--- config.mk ---
export PLATFORM = sky130hd
export DESIGN_NAME = sat_ctrl
export DESIGN_NICKNAME = d
export VERILOG_FILES = /design/src/sat_pkg.sv /design/src/sat_ctrl.sv
export SDC_FILE = /design/constraint.sdc
export NUM_CORES = 1
export LEC_CHECK = 0
export ABC_AREA = 1
export BUFFER_PORTS_ARGS = -buffer_cell sky130_fd_sc_hd__clkbuf_2
export CAP_MARGIN = 40
export CELL_PAD_IN_SITES_DETAIL_PLACEMENT = 0
export CELL_PAD_IN_SITES_GLOBAL_PLACEMENT = 1
export CORE_AREA = 2 2 39 41
export DETAILED_ROUTE_END_ITERATION = 7
export DIE_AREA = 0 0 41 43
export GPL_TIMING_DRIVEN = 0
export HOLD_SLACK_MARGIN = 0.05
export PLACE_DENSITY = 0.53
export SLEW_MARGIN = 20
export SYNTH_ARGS = -nofsm -noshare
export SYNTH_HDL_FRONTEND = slang
export SYNTH_SLANG_ARGS = --single-unit
--- constraint.sdc ---
create_clock -name aclk -period 2.73 [get_ports aclk]
set_input_delay 0.273 -clock aclk [delete_from_list [all_inputs] [get_ports aclk]]
set_output_delay 0.273 -clock aclk [all_outputs]
set_load 0.01 [all_outputs]
--- src/sat_pkg.sv ---
// Shared types and constants of the slot aggregation tracker.
`default_nettype none
package sat_pkg;

    // Slot and port geometry
    localparam int SLOTS  = 256;
    localparam int PORTS  = 32;
    localparam int SLOT_W = $clog2(SLOTS);
    localparam int PORT_W = 5;
    localparam int CNT_W  = 6;

    // Configuration register indexes
    localparam logic [2:0] REG_WORKER_COUNT   = 3'd0;
    localparam logic [2:0] REG_UPDATE_COUNT   = 3'd1;
    localparam logic [2:0] REG_IS_TOP_LEVEL   = 3'd2;
    localparam logic [2:0] REG_DOWN_PORT_MASK = 3'd3;
    localparam logic [2:0] REG_JOB_FINISHED   = 3'd4;

    // Packet commands
    localparam logic CMD_UP   = 1'b0;
    localparam logic CMD_DOWN = 1'b1;

    typedef enum logic [2:0] {
        ACT_DROP  = 3'd0,
        ACT_REPLY = 3'd1,
        ACT_UP    = 3'd2,
        ACT_MCAST = 3'd3,
        ACT_ERROR = 3'd4
    } sat_action_t;

    typedef enum logic [1:0] {
        ST_CLEAR,
        ST_IDLE,
        ST_CALC1,
        ST_CALC2
    } sat_state_t;

    // Controller to datapath commands
    typedef struct packed {
        logic clear;   // write a zero row at the sweep counter
        logic load;    // take a word, read its slot row
        logic calc;    // first remainder step
        logic commit;  // second remainder, write back, load result
    } sat_cmd_t;

    // Datapath to controller status
    typedef struct packed {
        logic clear_done;
        logic out_busy;
    } sat_stat_t;

endpackage
`default_nettype wire

--- src/sat_ctrl.sv ---
// Controller state machine of the slot aggregation tracker.
`default_nettype none
module sat_ctrl (
    input  wire logic             aclk,
    input  wire logic             aresetn,
    input  wire logic             s_tvalid,
    input  wire sat_pkg::sat_stat_t stat,
    output sat_pkg::sat_cmd_t     cmd,
    output logic                  ready
);

    sat_pkg::sat_state_t state_reg, state_next;

    // Hold state
    always_ff @(posedge aclk) begin
        if (!aresetn) begin
            state_reg <= sat_pkg::ST_CLEAR;
        end else begin
            state_reg <= state_next;
        end
    end

    // Next state
    always_comb begin
        state_next = state_reg;
        unique case (state_reg)
            sat_pkg::ST_CLEAR: begin
                if (stat.clear_done) state_next = sat_pkg::ST_IDLE;
            end
            sat_pkg::ST_IDLE: begin
                if (s_tvalid) state_next = sat_pkg::ST_CALC1;
            end
            sat_pkg::ST_CALC1: begin
                state_next = sat_pkg::ST_CALC2;
            end
            sat_pkg::ST_CALC2: begin
                if (!stat.out_busy) state_next = sat_pkg::ST_IDLE;
            end
            default: state_next = sat_pkg::ST_CLEAR;
        endcase
    end

    // Outputs
    always_comb begin
        cmd   = '0;
        ready = 1'b0;
        unique case (state_reg)
            sat_pkg::ST_CLEAR: cmd.clear = 1'b1;
            sat_pkg::ST_IDLE: begin
                ready    = 1'b1;
                cmd.load = s_tvalid;
            end
            sat_pkg::ST_CALC1: cmd.calc = 1'b1;
            sat_pkg::ST_CALC2: cmd.commit = !stat.out_busy;
            default: cmd = '0;
        endcase
    end

endmodule
`default_nettype wire

==> metrics.txt <==
VDD IR max=0.205 mV; global-route wire length before repair=703 µm; hold crit path type=in -> reg; Worst Skew=0.000838 ns; largest net degree at the start of global routing=5; Async S/R FF share, synth=0%; Layout Nets=54; clock root cell=clkbuf_4; Final min period=1.36 ns; DIE AREA=between 0.0015 and 0.002 mm²; cts hold-fix bufs=0; outcome=finished clean; Rel. slew slack=89.8%; pre-CTS setup slack=1.58 ns; clock transition at the registers of the reported paths=0.03 ns; Via-to-Cell Ratio=approximately 3.3; Total GRT Usage=under 10%; die width=~41 µm; Top FF cell, synth=dfxtp_1; area share of the largest cell type after synthesis=~29%; final-report hold violation count=0; clk_lat worst skew=~0.22 ns; Syn Nets=40; most frequent cell after synthesis=inv_1; Starting Density=roughly 15%; H-tree Lvls=1; clock tree buffer depth=2; RSZ-0062 raised after global routing=no; max-slew violations=0; total core area=0.00138 mm²; Seq/Total Area, Yosys=a little under a fifth; placed cell area=278 µm²; Gates resized, CTS repair=0; post-synthesis cell area=213 µm²; Data required, critical path=2.46 ns; 1st-pass router iterations=2; final instance area=about 300 µm²; 1st-iter DRT viols=1; layout cells sized above 1=38.1%; PD cells=892 mW/mm²; Syn-to-layout area delta=41.2%; top cells by count, synth=9 x inv_1, 5 x ha_1, 5 x nand2_1; Setup Buffers After CTS=0; Setup TNS=0 ns; MaxCap Viol Count=0; vias=191; Final Setup Violations=0; WL final=387 µm; initial antenna violation count=0; row cnt=14; CTS sink count=2; total gr overflow=0; critical path fanouts, max=4; Port-buffer cells=9; Setup Crit Path Kind=reg -> out; synth top area cells=ha_1 29%, dfxtp_1 19%, inv_1 16%, nand2_1 8.8%, nand2_2 5.9%; worst-margin pin slew=0.153 ns; Post-synth EDFFs=0; vias in the first global route=194; Netlist cell types=9; Synthesis Warnings=0; arrival time at the worst endpoint=1.08 ns; WL per Instance=6.67 µm; Ports=10; dpl hpwl=about 330 µm; final worst-path cycle share=49.7%; CTS Buf Count=3; fmax=between 0.7 and 0.8 GHz; setup ws final=1.37 ns; Worst Setup Start Kind=register; die height=43 µm; # fillers=165; hold path cells=3; R2R depth=7; leading area contributor after synthesis=ha_1; Ant. Diodes=0; syn avg cell area=7.09 µm²; flops & latches, synth=2; CTS tree=yes; remaining antenna violation count=0; gpl congestion=0.594; Post-Syn Instances=30; Leak=0.000196 µW; DRC viols=0; element type at the critical path end=primary output; max FFs per register=2
[layer usage]
layer	share of wire, %	GRT usage, %	up-vias
met5	0	0	-
met4	0	6.00	0
met3	8.8	4.71	0
met2	46	7.81	6
met1	45	7.03	72
li1	-	-	113
[final timing paths]
kind                                   start            to  slack, ns
worst max-delay path            state_reg[0]        cmd[3]       1.37
worst min-delay path                 aresetn  state_reg[1]       0.27
worst max register to register  state_reg[0]  state_reg[1]       1.61
worst min register to register  state_reg[1]  state_reg[1]       0.62
[worst max-delay path, cell delays in order, from the launching register on]
cell and delay [ns]:
dfxtp_1 0.38, inv_1 0.10, ha_1 0.25, clkbuf_2 0.14
[cell families (layout without fill, tap and decap cells)]
logic type / after synthesis / after routing / share of synthesized area, %
fa+ha+maj: 5 / 5 / 29.4
buf+inv: 9 / 21 / 15.9
flops: 2 / 2 / 18.8
simple gates: 14 / 14 / 35.9
[through the flow]
stage	hold WS, ns	std cells	utilization (%)	power, µW
3_3_place_gp	0.507	55	20.1	210
2_1_floorplan	0.394	30	-	167
4_1_cts	0.269	58	21.7	279
6_report	0.273	58	21.7	268
3_5_place_dp	0.508	55	20.1	209
5_1_grt	0.282	58	21.7	309
[cell usage in the layout (no fill, tap or decap)]
| cell | n |
|---|---|
| inv_1 | 9 |
| clkbuf_2 | 9 |
| nand2_1 | 5 |
| ha_1 | 5 |
| nor2_1 | 3 |
| clkbuf_4 | 3 |
| nand2_2 | 2 |
| nand4_1 | 2 |
| dfxtp_1 | 2 |
| nand2_4 | 1 |
| nand3_2 | 1 |
[final cells by class]
cell class	instances	area (µm²)	share of cell area [%]
clock buffer	3	22.5	7.50
sequential	2	40.0	13.3
tap	16	20.0	6.67
inverter	9	33.8	11.3
multi-input combinational	19	139	46.2
timing repair buffer	9	45.0	15.0
[power breakdown]
group          leakage [µW]  switching (µW)  internal (µW)
clock             0.0000138            16.4           48.5
combinational      0.000165            87.6           62.4
sequential        0.0000167            11.3           41.7
total              0.000196             115            153
Note: power is estimated with default switching activity, not from simulation.
